`src/rtl/occ_pkg.sv`:
```
// occ_pkg: shared types and constants of the occupancy timeout tracker.
// Used by occ_cfg, occ_core and occupancy_timeout_fsm; depends on nothing.
package occ_pkg;

	localparam int TS_W     = 48;
	localparam int SEC_W    = 16;
	localparam int HOUR_W   = 5;
	localparam int NG_W     = 5;
	localparam int MS_PER_S = 1000;
	localparam int TMS_W    = 26;
	localparam int FIDX_W   = 4;

	localparam logic [2:0] CMD_SAMPLE     = 3'd0;
	localparam logic [2:0] CMD_TICK       = 3'd1;
	localparam logic [2:0] CMD_DOOR_OPEN  = 3'd2;
	localparam logic [2:0] CMD_DOOR_CLOSE = 3'd3;
	localparam logic [2:0] CMD_ACTION     = 3'd4;

	localparam logic [2:0] REG_TIMEOUT = 3'd0;
	localparam logic [2:0] REG_DAY     = 3'd1;
	localparam logic [2:0] REG_NIGHT   = 3'd2;
	localparam logic [2:0] REG_ALIVE   = 3'd3;
	localparam logic [2:0] REG_GROUPS  = 3'd4;

	localparam logic [1:0] STC_IDLE      = 2'd0;
	localparam logic [1:0] STC_ACTIVE    = 2'd1;
	localparam logic [1:0] STC_UNCERTAIN = 2'd2;

	typedef enum logic [2:0] {
		ST_IDLE      = 3'b001,
		ST_ACTIVE    = 3'b010,
		ST_UNCERTAIN = 3'b100
	} state_t;

	typedef struct packed {
		logic [SEC_W-1:0]  timeout_seconds;
		logic [TMS_W-1:0]  timeout_ms;
		logic [HOUR_W-1:0] day_start_hour;
		logic [HOUR_W-1:0] night_start_hour;
		logic              alive_channel;
		logic [NG_W-1:0]   num_groups;
	} cfg_t;

	typedef struct packed {
		logic [2:0]        cmd;
		logic              presence;
		logic [TS_W-1:0]   now_ms;
		logic [HOUR_W-1:0] hour_of_day;
		logic              clock_valid;
		logic              any_key_taken;
	} item_t;

	typedef struct packed {
		logic [1:0]        sensor_state_out;
		logic              fire_group;
		logic [FIDX_W-1:0] fired_index;
		logic              fire_timeout;
		logic              timer_running;
	} result_t;

	typedef struct packed {
		state_t state;
		logic   armed;
	} status_t;

endpackage

```
`src/rtl/occ_cfg.sv`:
```
// occ_cfg: APB register file of the occupancy timeout tracker.
// Depends on occ_pkg; keeps the timeout also in milliseconds.
module occ_cfg (
	input  logic                clk,
	input  logic                arst_n,
	input  logic                psel,
	input  logic                penable,
	input  logic                pwrite,
	input  logic [4:0]          paddr,
	input  logic [31:0]         pwdata,
	output logic [31:0]         prdata,
	output occ_pkg::cfg_t       cfg
);

	logic       wr;
	logic [2:0] idx;

	assign wr  = psel && penable && pwrite;
	assign idx = paddr[4:2];

	always_ff @(posedge clk or negedge arst_n) begin
		if (!arst_n) begin
			cfg.timeout_seconds  <= 16'd60;
			cfg.timeout_ms       <= 26'd60000;
			cfg.day_start_hour   <= 5'd7;
			cfg.night_start_hour <= 5'd22;
			cfg.alive_channel    <= 1'b0;
			cfg.num_groups       <= 5'd0;
		end else if (wr) begin
			case (idx)
				occ_pkg::REG_TIMEOUT: begin
					cfg.timeout_seconds <= pwdata[15:0];
					cfg.timeout_ms <= occ_pkg::TMS_W'({10'd0, pwdata[15:0]}
						* 26'(occ_pkg::MS_PER_S));
				end
				occ_pkg::REG_DAY:    cfg.day_start_hour   <= pwdata[4:0];
				occ_pkg::REG_NIGHT:  cfg.night_start_hour <= pwdata[4:0];
				occ_pkg::REG_ALIVE:  cfg.alive_channel    <= pwdata[0];
				occ_pkg::REG_GROUPS: cfg.num_groups       <= pwdata[4:0];
				default: ;
			endcase
		end
	end

	always_comb begin
		case (idx)
			occ_pkg::REG_TIMEOUT: prdata = {16'd0, cfg.timeout_seconds};
			occ_pkg::REG_DAY:     prdata = {27'd0, cfg.day_start_hour};
			occ_pkg::REG_NIGHT:   prdata = {27'd0, cfg.night_start_hour};
			occ_pkg::REG_ALIVE:   prdata = {31'd0, cfg.alive_channel};
			occ_pkg::REG_GROUPS:  prdata = {27'd0, cfg.num_groups};
			default:              prdata = 32'd0;
		endcase
	end

endmodule

```
`src/rtl/occ_core.sv`:
```
// occ_core: tracker state and the single-pass next-state and result logic.
// Depends on occ_pkg; steps once per word when step is high.
module occ_core #(
	parameter int MAX_GROUPS    = 16,
	parameter int IDLE_GUARD_MS = 10000
) (
	input  logic             clk,
	input  logic             arst_n,
	input  logic             step,
	input  occ_pkg::item_t   item,
	input  occ_pkg::cfg_t    cfg,
	output occ_pkg::result_t res,
	output occ_pkg::status_t status
);

	localparam int NMAX = (MAX_GROUPS < 31) ? MAX_GROUPS : 31;
	localparam int GIW  = (NMAX > 1) ? $clog2(NMAX) : 1;
	localparam int TW   = occ_pkg::TS_W;

	occ_pkg::state_t state_q, state_d;
	logic [GIW-1:0]  gidx_q, gidx_d;
	logic            armed_q, armed_d;
	logic [TW-1:0]   deadline_q, deadline_d;
	logic [TW-1:0]   last_pres_q, last_pres_d;
	logic [TW-1:0]   last_close_q, last_close_d;
	logic            door_is_open_q, door_is_open_d;
	logic [TW-1:0]   last_action_q, last_action_d;

	logic                    is_day;
	logic [occ_pkg::TMS_W:0] dur;
	logic [TW:0]             sum;
	logic [TW-1:0]           arm_deadline;
	logic [4:0]              n_groups;
	logic [4:0]              gidx_ext;
	logic [31:0]             gidx_wide;
	logic [TW-1:0]           idle_ms;
	logic                    expire;
	logic                    fire_g, fire_t;
	logic [1:0]              st_code;

	always_comb begin
		if (cfg.day_start_hour < cfg.night_start_hour)
			is_day = (item.hour_of_day >= cfg.day_start_hour) &&
				(item.hour_of_day < cfg.night_start_hour);
		else
			is_day = (item.hour_of_day >= cfg.day_start_hour) ||
				(item.hour_of_day < cfg.night_start_hour);
	end

	assign dur = (item.clock_valid && !is_day) ? {cfg.timeout_ms, 1'b0}
		: {1'b0, cfg.timeout_ms};
	assign sum = {1'b0, item.now_ms} + (TW+1)'(dur);
	assign arm_deadline = sum[TW] ? {TW{1'b1}} : sum[TW-1:0];

	assign n_groups  = (32'(cfg.num_groups) < MAX_GROUPS) ? cfg.num_groups
		: 5'(MAX_GROUPS);
	assign gidx_ext  = 5'(gidx_q);
	assign gidx_wide = 32'(gidx_q);
	assign idle_ms   = item.now_ms - last_action_q;
	assign expire    = armed_q && (item.now_ms >= deadline_q);

	always_comb begin
		state_d        = state_q;
		gidx_d         = gidx_q;
		armed_d        = armed_q;
		deadline_d     = deadline_q;
		last_pres_d    = last_pres_q;
		last_close_d   = last_close_q;
		door_is_open_d = door_is_open_q;
		last_action_d  = last_action_q;
		fire_g         = 1'b0;
		fire_t         = 1'b0;
		case (item.cmd)
			occ_pkg::CMD_SAMPLE: begin
				case (state_q)
					occ_pkg::ST_IDLE: begin
						if (item.presence) begin
							state_d     = occ_pkg::ST_ACTIVE;
							last_pres_d = item.now_ms;
							if (!item.any_key_taken && gidx_ext < n_groups) begin
								fire_g = 1'b1;
								gidx_d = (gidx_ext + 5'd1 == n_groups) ? '0
									: gidx_q + GIW'(1);
							end
						end else begin
							state_d    = occ_pkg::ST_UNCERTAIN;
							armed_d    = 1'b1;
							deadline_d = arm_deadline;
						end
					end
					occ_pkg::ST_ACTIVE: begin
						if (!item.presence) begin
							state_d    = occ_pkg::ST_UNCERTAIN;
							armed_d    = 1'b1;
							deadline_d = arm_deadline;
						end
					end
					default: begin
						if (item.presence) begin
							state_d     = occ_pkg::ST_ACTIVE;
							last_pres_d = item.now_ms;
							armed_d     = 1'b0;
						end
					end
				endcase
			end
			occ_pkg::CMD_TICK: begin
				if (expire) begin
					armed_d = 1'b0;
					if (state_q == occ_pkg::ST_UNCERTAIN) begin
						if (!cfg.alive_channel) begin
							state_d = occ_pkg::ST_IDLE;
							fire_t  = 1'b1;
						end else if (door_is_open_q) begin
							armed_d    = 1'b1;
							deadline_d = arm_deadline;
						end else if (!(last_close_q > last_pres_q)) begin
							state_d = occ_pkg::ST_IDLE;
						end else if (idle_ms < TW'(IDLE_GUARD_MS)) begin
							armed_d    = 1'b1;
							deadline_d = arm_deadline;
						end else begin
							state_d = occ_pkg::ST_IDLE;
							fire_t  = 1'b1;
						end
					end
				end
			end
			occ_pkg::CMD_DOOR_OPEN:  door_is_open_d = 1'b1;
			occ_pkg::CMD_DOOR_CLOSE: begin
				door_is_open_d = 1'b0;
				last_close_d   = item.now_ms;
			end
			occ_pkg::CMD_ACTION: last_action_d = item.now_ms;
			default: ;
		endcase
	end

	always_comb begin
		case (state_d)
			occ_pkg::ST_ACTIVE:    st_code = occ_pkg::STC_ACTIVE;
			occ_pkg::ST_UNCERTAIN: st_code = occ_pkg::STC_UNCERTAIN;
			default:               st_code = occ_pkg::STC_IDLE;
		endcase
	end

	assign res.sensor_state_out = st_code;
	assign res.fire_group       = fire_g;
	assign res.fired_index      = fire_g ? gidx_wide[3:0] : '0;
	assign res.fire_timeout     = fire_t;
	assign res.timer_running    = armed_d;

	assign status.state = state_q;
	assign status.armed = armed_q;

	always_ff @(posedge clk or negedge arst_n) begin
		if (!arst_n) begin
			state_q        <= occ_pkg::ST_IDLE;
			gidx_q         <= '0;
			armed_q        <= 1'b0;
			deadline_q     <= '0;
			last_pres_q    <= '0;
			last_close_q   <= '0;
			door_is_open_q <= 1'b0;
			last_action_q  <= '0;
		end else if (step) begin
			state_q        <= state_d;
			gidx_q         <= gidx_d;
			armed_q        <= armed_d;
			deadline_q     <= deadline_d;
			last_pres_q    <= last_pres_d;
			last_close_q   <= last_close_d;
			door_is_open_q <= door_is_open_d;
			last_action_q  <= last_action_d;
		end
	end

endmodule

```
`src/rtl/occupancy_timeout_fsm.sv`:
```
// occupancy_timeout_fsm: top level of the infrared occupancy tracker.
// Depends on occ_pkg, occ_cfg and occ_core; holds the input and result registers.
//
//   channel   dir   handshake              payload
//   s_*       in    s_tvalid / s_tready    s_tdata (56b), s_tuser (cmd, 3b)
//   m_*       out   m_tvalid / m_tready    m_tdata (16b)
//   apb       in    psel&penable, pready=1 paddr (5b), pwdata / prdata (32b)
//
// One word per cycle while the output is not stalled; a word waits in the input register and its
// result is written to the output register when it leaves.
// A stalled output holds the result and the input register; a new word is still
// taken while the input register is empty or moving on.
// arst_n clears tracker state, config and valid flags to defaults at once; no clearing pass.
module occupancy_timeout_fsm #(
	parameter int MAX_GROUPS    = 16,
	parameter int IDLE_GUARD_MS = 10000
) (
	input  logic        clk,
	input  logic        arst_n,
	input  logic        s_tvalid,
	output logic        s_tready,
	// presence[0], now_ms[48:1], hour_of_day[53:49], clock_valid[54],
	// any_key_taken[55]
	input  logic [55:0] s_tdata,
	// cmd[2:0]
	input  logic [2:0]  s_tuser,
	output logic        m_tvalid,
	input  logic        m_tready,
	// sensor_state_out[1:0], fire_group[2], fired_index[6:3], fire_timeout[7],
	// timer_running[8], zero[15:9]
	output logic [15:0] m_tdata,
	input  logic        psel,
	input  logic        penable,
	input  logic        pwrite,
	input  logic [4:0]  paddr,
	input  logic [31:0] pwdata,
	output logic [31:0] prdata,
	output logic        pready
);

	occ_pkg::cfg_t    cfg;
	occ_pkg::item_t   item_s1;
	occ_pkg::result_t res;
	occ_pkg::result_t res_q;
	occ_pkg::status_t status;
	logic             valid_s1;
	logic             m_valid_q;
	logic             adv;
	logic             take;

	assign pready   = 1'b1;
	assign adv      = !m_valid_q || m_tready;
	assign s_tready = !valid_s1 || adv;
	assign take     = s_tvalid && s_tready;

	occ_cfg u_cfg (
		.clk     (clk),
		.arst_n  (arst_n),
		.psel    (psel),
		.penable (penable),
		.pwrite  (pwrite),
		.paddr   (paddr),
		.pwdata  (pwdata),
		.prdata  (prdata),
		.cfg     (cfg)
	);

	occ_core #(
		.MAX_GROUPS    (MAX_GROUPS),
		.IDLE_GUARD_MS (IDLE_GUARD_MS)
	) u_core (
		.clk    (clk),
		.arst_n (arst_n),
		.step   (valid_s1 && adv),
		.item   (item_s1),
		.cfg    (cfg),
		.res    (res),
		.status (status)
	);

	always_ff @(posedge clk or negedge arst_n) begin
		if (!arst_n) begin
			valid_s1 <= 1'b0;
		end else begin
			valid_s1 <= take || (valid_s1 && !adv);
		end
	end

	always_ff @(posedge clk) begin
		if (take) begin
			item_s1.cmd           <= s_tuser;
			item_s1.presence      <= s_tdata[0];
			item_s1.now_ms        <= s_tdata[48:1];
			item_s1.hour_of_day   <= s_tdata[53:49];
			item_s1.clock_valid   <= s_tdata[54];
			item_s1.any_key_taken <= s_tdata[55];
		end
	end

	always_ff @(posedge clk or negedge arst_n) begin
		if (!arst_n) begin
			m_valid_q <= 1'b0;
		end else if (adv) begin
			m_valid_q <= valid_s1;
		end
	end

	always_ff @(posedge clk) begin
		if (adv && valid_s1) begin
			res_q <= res;
		end
	end

	assign m_tvalid = m_valid_q;
	assign m_tdata  = {7'd0, res_q.timer_running, res_q.fire_timeout, res_q.fired_index,
		res_q.fire_group, res_q.sensor_state_out};

	a_armed_uncertain: assert property (@(posedge clk) disable iff (!arst_n)
		status.armed == (status.state == occ_pkg::ST_UNCERTAIN))
		else $error("deadline armed out of step with uncertain state");

	a_group_active: assert property (@(posedge clk) disable iff (!arst_n)
		m_tvalid && m_tdata[2] |-> m_tdata[1:0] == occ_pkg::STC_ACTIVE)
		else $error("group fired without active state");

	a_timeout_idle: assert property (@(posedge clk) disable iff (!arst_n)
		m_tvalid && m_tdata[7] |-> m_tdata[1:0] == occ_pkg::STC_IDLE && !m_tdata[8])
		else $error("timeout signalled without going idle");

	a_s1_hold: assert property (@(posedge clk) disable iff (!arst_n)
		valid_s1 && !adv |=> valid_s1 && $stable(item_s1))
		else $error("input register lost a stalled word");

endmodule
```
`config.mk`:
```
export PLATFORM = sky130hd
export DESIGN_NAME = occupancy_timeout_fsm
export DESIGN_NICKNAME = d
export VERILOG_FILES = /design/src/rtl/occ_pkg.sv /design/src/rtl/occ_cfg.sv /design/src/rtl/occ_core.sv /design/src/rtl/occupancy_timeout_fsm.sv
export SDC_FILE = /design/constraint.sdc
export NUM_CORES = 1
export LEC_CHECK = 0
export BUFFER_PORTS_ARGS = -buffer_cell sky130_fd_sc_hd__buf_2
export CAP_MARGIN = 20
export CORE_UTILIZATION = 50
export DETAILED_ROUTE_END_ITERATION = 10
export PLACE_DENSITY_LB_ADDON = 0.1
export SYNTH_ARGS = -nofsm -noshare
export SYNTH_HDL_FRONTEND = slang
export SYNTH_HIERARCHICAL = 1
export SYNTH_SLANG_ARGS = --single-unit
```
`constraint.sdc`:
```
create_clock -name clk -period 7.01 [get_ports clk]
set_input_delay 2.103 -clock clk [delete_from_list [all_inputs] [get_ports clk]]
set_output_delay 2.103 -clock clk [all_outputs]
set_load 0.01 [all_outputs]
```
* After elaboration in Yosys (flattened, before gate mapping)
Index checks and enable logic that the tools add are counted.
** Word-level totals
- Register bits :: 326
- Logic and storage cells :: 143
- Output and inout port bits :: 51
- Bits of input ports :: 103
** Operators by class
- Bitwise logic cells :: 1
- Add/sub/neg operators :: 4
- $mul :: 1
- Reductions and logical operators :: 35
- Muxes and demuxes :: 46
- Equality and inequality tests :: 21
- $lt $le $gt $ge :: 8
** Operators by type and width (number)
- $mux W48 :: 9
- $pmux W48 S2 :: 1
- $pmux W16 S5 :: 1
- $add A48 B27 Y49 :: 1
- $ge A48 B48 Y1 :: 1
- $gt A48 B48 Y1 :: 1
- $lt A48 B14 Y1 const B :: 1
- $sub A48 B48 Y48 :: 1
- $mux W27 :: 1
- $mux W3 :: 9
- $mul A16 B7 Y23 const B :: 1
- $eq A3 B2 Y1 const B :: 6
- $mux W1 :: 18
- $reduce_and A2 Y1 :: 8
- $eq A3 B3 Y1 const B :: 4
- $pmux W3 S2 :: 2
- $lt A5 B5 Y1 :: 2
- $eq A3 B1 Y1 const B :: 3
- $logic_and A1 B1 Y1 :: 9
- $reduce_and A9 Y1 :: 1
- $logic_not A3 Y1 :: 2
- $ne A2 B2 Y1 const B :: 3
- $ne A3 B1 Y1 const B :: 2
- $add A4 B1 Y5 const B :: 1
- 18 further kinds :: 28

* Depth between registers and ports, before layout
- Depth after elaboration :: 15
- Gate-level depth with buffers :: 27
- Depth with buffers taken out :: 24

* Hierarchy
Netlist, hierarchy kept.
** Modules (own cells, without submodules)
- occ_core :: seq. area each 5031.1 um^2, cells an instance 1849, instances 1, area an instance 16236.8 um^2
- occ_cfg :: seq. area each 1347.5 um^2, cells an instance 536, instances 1, area an instance 5171.2 um^2
- occupancy_timeout_fsm :: seq. area each 2092.0 um^2, cells an instance 86, instances 1, area an instance 2213.4 um^2

* Least setup slack after synthesis
OpenSTA, ideal clock, no wires.
- Kind :: input to register
- Start :: input pwdata[8]
- End :: register u_cfg/cfg[38] (netlist name)
- Required time :: 6878 ps
- Path buffers :: 0
- Cell stages on the path :: 13
- Library setup time :: 132 ps
- Setup slack :: 1220 ps
- Arrival :: 5658 ps
- Path through :: inv_1 fa_1 fa_1 fa_1 fa_1 inv_1 ha_1 a21oi_1 o21ai_1 or4_1 o21ai_1 xor2_1 o21ai_1
** On the way
- Longest elaborated chain between the ends :: 1
** Ends and longest elaborated chain
- from (decl) :: line occupancy_timeout_fsm.sv:36 : input logic [31:0] pwdata,
- $mul A16 B7 Y23 :: line occ_cfg.sv:34 : * 26'(occ_pkg::MS_PER_S));
No other way between the ends.
A chain may end at the register's enable or synchronous reset.

* Final worst setup path
- Start :: register u_cfg/cfg[7] (netlist name)
- End :: register u_core.deadline_q[31]
** On the way
- Longest elaborated chain between the ends :: 15
- Elaborated cells between the ends (all ways) :: 19
- Classes of those cells :: 1 x add/sub; 2 x order compare; 12 x mux; 4 x reduce/logical
** Ends and longest elaborated chain
- $lt A5 B5 Y1 :: line occ_core.sv:44, occ_core.sv:47
- $logic_or A1 B1 Y1 / $logic_and A1 B1 Y1 (equally long branches) :: line occ_core.sv:46, occ_core.sv:43
- $mux W1 (*) :: line occ_core.sv:42 : if (cfg.day_start_hour < cfg.night_start_hour)
- $logic_not A1 Y1 (*) :: line occ_core.sv:50 : assign dur = (item.clock_valid && !is_day) ? {cfg.timeout_ms, 1'b0}
- $logic_and A1 B1 Y1 (*) :: line occ_core.sv:50
- $mux W27 (*) :: line occ_core.sv:50
- $add A48 B27 Y49 (*) :: line occ_core.sv:52 : assign sum = {1'b0, item.now_ms} + (TW+1)'(dur);
- $mux W48 (*) :: line occ_core.sv:53 : assign arm_deadline = sum[TW] ? {TW{1'b1}} : sum[TW-1:0];
- $mux W48 :: line occ_core.sv:119 : end else if (idle_ms < TW'(IDLE_GUARD_MS)) begin
- $mux W48 :: line occ_core.sv:117 : end else if (!(last_close_q > last_pres_q)) begin
- $mux W48 :: line occ_core.sv:114 : end else if (door_is_open_q) begin
- $mux W48 :: line occ_core.sv:111 : if (!cfg.alive_channel) begin
- $mux W48 :: line occ_core.sv:110 : if (state_q == occ_pkg::ST_UNCERTAIN) begin
- $mux W48 :: line occ_core.sv:108 : if (expire) begin
- $pmux W48 S2 (*) :: line occ_core.sv:73 : case (item.cmd)
- to (signal assigned) :: line occ_core.sv:170 : deadline_q <= deadline_d;
- to (decl) :: line occ_core.sv:23 : logic [TW-1:0] deadline_q, deadline_d;
Mark *: on every way between the ends. The rest lies on a longest branch, timed or not. The select of a mux whose other input is x is not followed.

==> summary.json <==
{
  "run_status": {"value": "finished, final reports clean"},
  "fin_worst_hold_slack": {"value": 0.466, "unit": "ns"},
  "clock_net_sink_count": {"value": 324},
  "layout_commonest_cell": {"value": "sky130_fd_sc_hd__inv_1"},
  "timing.fmax": {"value": 0.163, "unit": "GHz"},
  "top_level_ports": {"value": 154},
  "floorplan.initialDensity": {"value": 50.7, "unit": "%"},
  "min_to": {"value": "u_cfg/cfg[21]"},
  "number_of_antenna_violations_at_the_first_check_in_global_routing": {"value": 4},
  "yosys_warnings": {"value": 6},
  "regToRegStartpoint": {"value": "u_cfg/cfg[7]"},
  "seqCellArea": {"value": 8470, "unit": "sq um"},
  "syn-cell-area": {"value": 23600, "unit": "sq um"},
  "first_pass_grt_wire_length": {"value": 93400, "unit": "um"},
  "timing.hold.worst.start": {"value": "u_cfg/cfg[21]"},
  "holdCritPathClass": {"value": "register to register"},
  "timing.final.max_slew_violations": {"value": 0},
  "min_period_over_period": {"value": 87.7, "unit": "%"},
  "synthesized_area_per_cell": {"value": 9.56, "unit": "sq um"},
  "cts_buffers": {"value": 39},
  "min_delay_path_depth": {"value": 2},
  "regToRegSetupSlack": {"value": 0.86, "unit": "ns"},
  "crit_family": {"value": "compound AO/OA/AOI/OAI gates"},
  "timing.max_cap.violations": {"value": 0},
  "worst-path-buf-inv": {"value": 1},
  "most-common-layout-cells": {"value": "sky130_fd_sc_hd__inv_1, sky130_fd_sc_hd__nand2_1, sky130_fd_sc_hd__ha_1"},
  "gr-usage-all-layers": {"value": 24.6, "unit": "%"},
  "io_buffers": {"value": 111},
  "power.ir.vdd_worst": {"value": 225, "unit": "uV"},
  "die_h": {"value": 219, "unit": "um"},
  "area_of_combinational_cells_with_multiple_inputs": {"value": 13600, "unit": "sq um"},
  "grt.overflow.total": {"value": 0},
  "layout.filler_cells": {"value": 4188},
  "dr_total_vias": {"value": 17897},
  "nNetsFinal": {"value": 2943},
  "route.detailed.wl_per_inst": {"value": 18.1, "unit": "um"},
  "viasPerCell": {"value": 5.62},
  "route.detailed.drc": {"value": 0},
  "first_iter_violations": {"value": 929},
  "std_cell_rows": {"value": 79},
  "critical-path-slowest-cell": {"value": "sky130_fd_sc_hd__dfstp_2"},
  "die_w": {"value": 219, "unit": "um"},
  "finalHoldViolations": {"value": 0},
  "critPathCaptureType": {"value": "register"},
  "setup_viol": {"value": 0},
  "dp_hpwl": {"value": 43400, "unit": "um"},
  "fin_tns_setup": {"value": 0, "unit": "ns"},
  "h-tree-depth": {"value": 2},
  "setup.worst_path.class": {"value": "register to register"},
  "worstSkewPairLatency": {"value": 0.57, "unit": "ns"},
  "cp_data_required_time": {"value": 7.45, "unit": "ns"},
  "path_clk_slew": {"value": 0.06, "unit": "ns"},
  "timing.reg2reg.worst_path_depth": {"value": 22},
  "slew-limit-headroom": {"value": 36.4, "unit": "%"},
  "design_power_total": {"value": 9310, "unit": "uW"},
  "synthCells": {"value": 2468},
  "crit_fanout": {"value": 12},
  "post_dp_cell_area": {"value": 24600, "unit": "sq um"},
  "routed_wirelength": {"value": 57700, "unit": "um"},
  "timing_worst_slew_pin_value": {"value": 0.946, "unit": "ns"},
  "drive_gt1_share": {"value": 15.5, "unit": "%"},
  "post_route_clock_skew": {"value": 0.0220, "unit": "ns"},
  "grt_pass1_vias": {"value": 17918},
  "finalInstanceArea": {"value": 25800, "unit": "sq um"},
  "clock_path_buffers": {"value": 3},
  "grt_setup_unrepaired": {"value": "false"},
  "worst-endpoint-arrival": {"value": 6.59, "unit": "ns"},
  "critPathMaxStageDelay": {"value": 0.56, "unit": "ns"},
  "r2r-end": {"value": "u_core/deadline_q[31]"},
  "tmin_final": {"value": 6.15, "unit": "ns"},
  "route.antenna.remaining_nets": {"value": 0},
  "cts.repair.resized": {"value": 0},
  "routabilityCongestion": {"value": 0.887},
  "fp.dieArea": {"value": 48100, "unit": "sq um"},
  "grt_start_max_net_pins": {"value": 104},
  "total_power_per_unit_cell_area": {"value": 361, "unit": "nW/um^2"},
  "setup.worst_path.start_class": {"value": "register"},
  "tritoncts": {"value": "yes"},
  "cts_hold_repair.buffers": {"value": 0},
  "critical_path_s_most_frequent_cell": {"value": "sky130_fd_sc_hd__nand2_1"},
  "drt_pre_antenna_iters": {"value": 7},
  "series_of_cell_instances_along_the_critical_path": {"value": "inv_1 -> ha_1 -> a21o_1 -> a21oi_1 -> nor2b_1 -> o21ai_0 -> nand2b_1 -> maj3_1 -> nand2_1 -> mux2_2 -> ha_1 -> a211oi_1 -> o211ai_1 -> a31o_2 -> o211ai_1 -> a31oi_1 -> a211o_1 -> and4_1 -> nand2_1 -> xor2_1 -> nand2_1 -> mux2_2"},
  "flow.area_growth_from_synthesis": {"value": 9.46, "unit": "%"},
  "power.static_leakage": {"value": 0.0120, "unit": "uW"},
  "post_cts_setup_buffer_count": {"value": 0},
  "cts.root.buffer_cell": {"value": "sky130_fd_sc_hd__clkbuf_16"},
  "floorplan.core_area": {"value": 46600, "unit": "sq um"}
}
worst max path at each step:
stage	slack, ns	startpoint	depth (start not counted)	end
after floorplan	1.22	pwdata[8]	13	u_cfg/cfg[38]
after global placement	0.81	pwdata[8]	14	u_cfg/cfg[38]
after detailed placement	0.74	pwdata[8]	14	u_cfg/cfg[38]
after CTS	0.86	u_cfg/cfg[7]	23	u_core/deadline_q[43]
after global routing	0.54	u_cfg/cfg[7]	22	u_core/deadline_q[40]
final	0.86	u_cfg/cfg[7]	22	u_core/deadline_q[31]
flip-flops by register name, summed over array words and instances (netlist names), 4 cells and up:
signal,count
u_core/deadline_q,48
u_core/last_pres_q,48
item_s1,59
u_core/last_close_q,48
m_tdata,9
u_core/last_action_q,48
u_core/gidx_q,4
u_cfg/cfg,53
metrics by stage:
step                std cells  util [%]  worst slack (ns)
detailed placement       3111      52.8             0.736
global placement         3111      52.8             0.806
finish                   3184      55.5             0.860
CTS                      3182      55.5             0.864
global route             3183      55.5             0.539
floorplan                2492         -              1.22
report_power, final:
part / internal, uW / total (uW) / leakage [uW] / switching (uW)
Clock: 1180 / 2010 / 0.000629 / 823
Combinational: 1950 / 4500 / 0.00753 / 2560
Sequential: 2490 / 2810 / 0.00383 / 318
Total: 5620 / 9310 / 0.0120 / 3700
per-layer routing:
metal	track usage (%)	wire, um
met5	0	23
met4	7.11	1400
met3	4.02	2320
met2	42.3	28000
met1	31.9	25900
final cells by class:
| class | instances | area share, % |
|---|---|---|
| Antenna cell | 2 | 0.0194 |
| Clock buffer | 55 | 4.45 |
| Clock inverter | 16 | 0.460 |
| Inverter | 262 | 3.81 |
| Multi-Input combinational cell | 1790 | 52.8 |
| Sequential cell | 324 | 32.8 |
| Tap cell | 607 | 2.94 |
| Timing Repair Buffer | 128 | 2.73 |
worst reg2reg max path: stages (launching register included):
cell and delay (ns):
sky130_fd_sc_hd__dfstp_2 0.56, sky130_fd_sc_hd__inv_1 0.07, sky130_fd_sc_hd__ha_1 0.29, sky130_fd_sc_hd__a21o_1 0.16, sky130_fd_sc_hd__a21oi_1 0.14, sky130_fd_sc_hd__nor2b_1 0.05, sky130_fd_sc_hd__o21ai_0 0.15, sky130_fd_sc_hd__nand2b_1 0.08
sky130_fd_sc_hd__maj3_1 0.49, sky130_fd_sc_hd__nand2_1 0.45, sky130_fd_sc_hd__mux2_2 0.40, sky130_fd_sc_hd__ha_1 0.34, sky130_fd_sc_hd__a211oi_1 0.43, sky130_fd_sc_hd__o211ai_1 0.23, sky130_fd_sc_hd__a31o_2 0.34, sky130_fd_sc_hd__o211ai_1 0.29
sky130_fd_sc_hd__a31oi_1 0.18, sky130_fd_sc_hd__a211o_1 0.40, sky130_fd_sc_hd__and4_1 0.37, sky130_fd_sc_hd__nand2_1 0.13, sky130_fd_sc_hd__xor2_1 0.15, sky130_fd_sc_hd__nand2_1 0.07, sky130_fd_sc_hd__mux2_2 0.26
No activity file was read; power rests on OpenSTA's default activity.
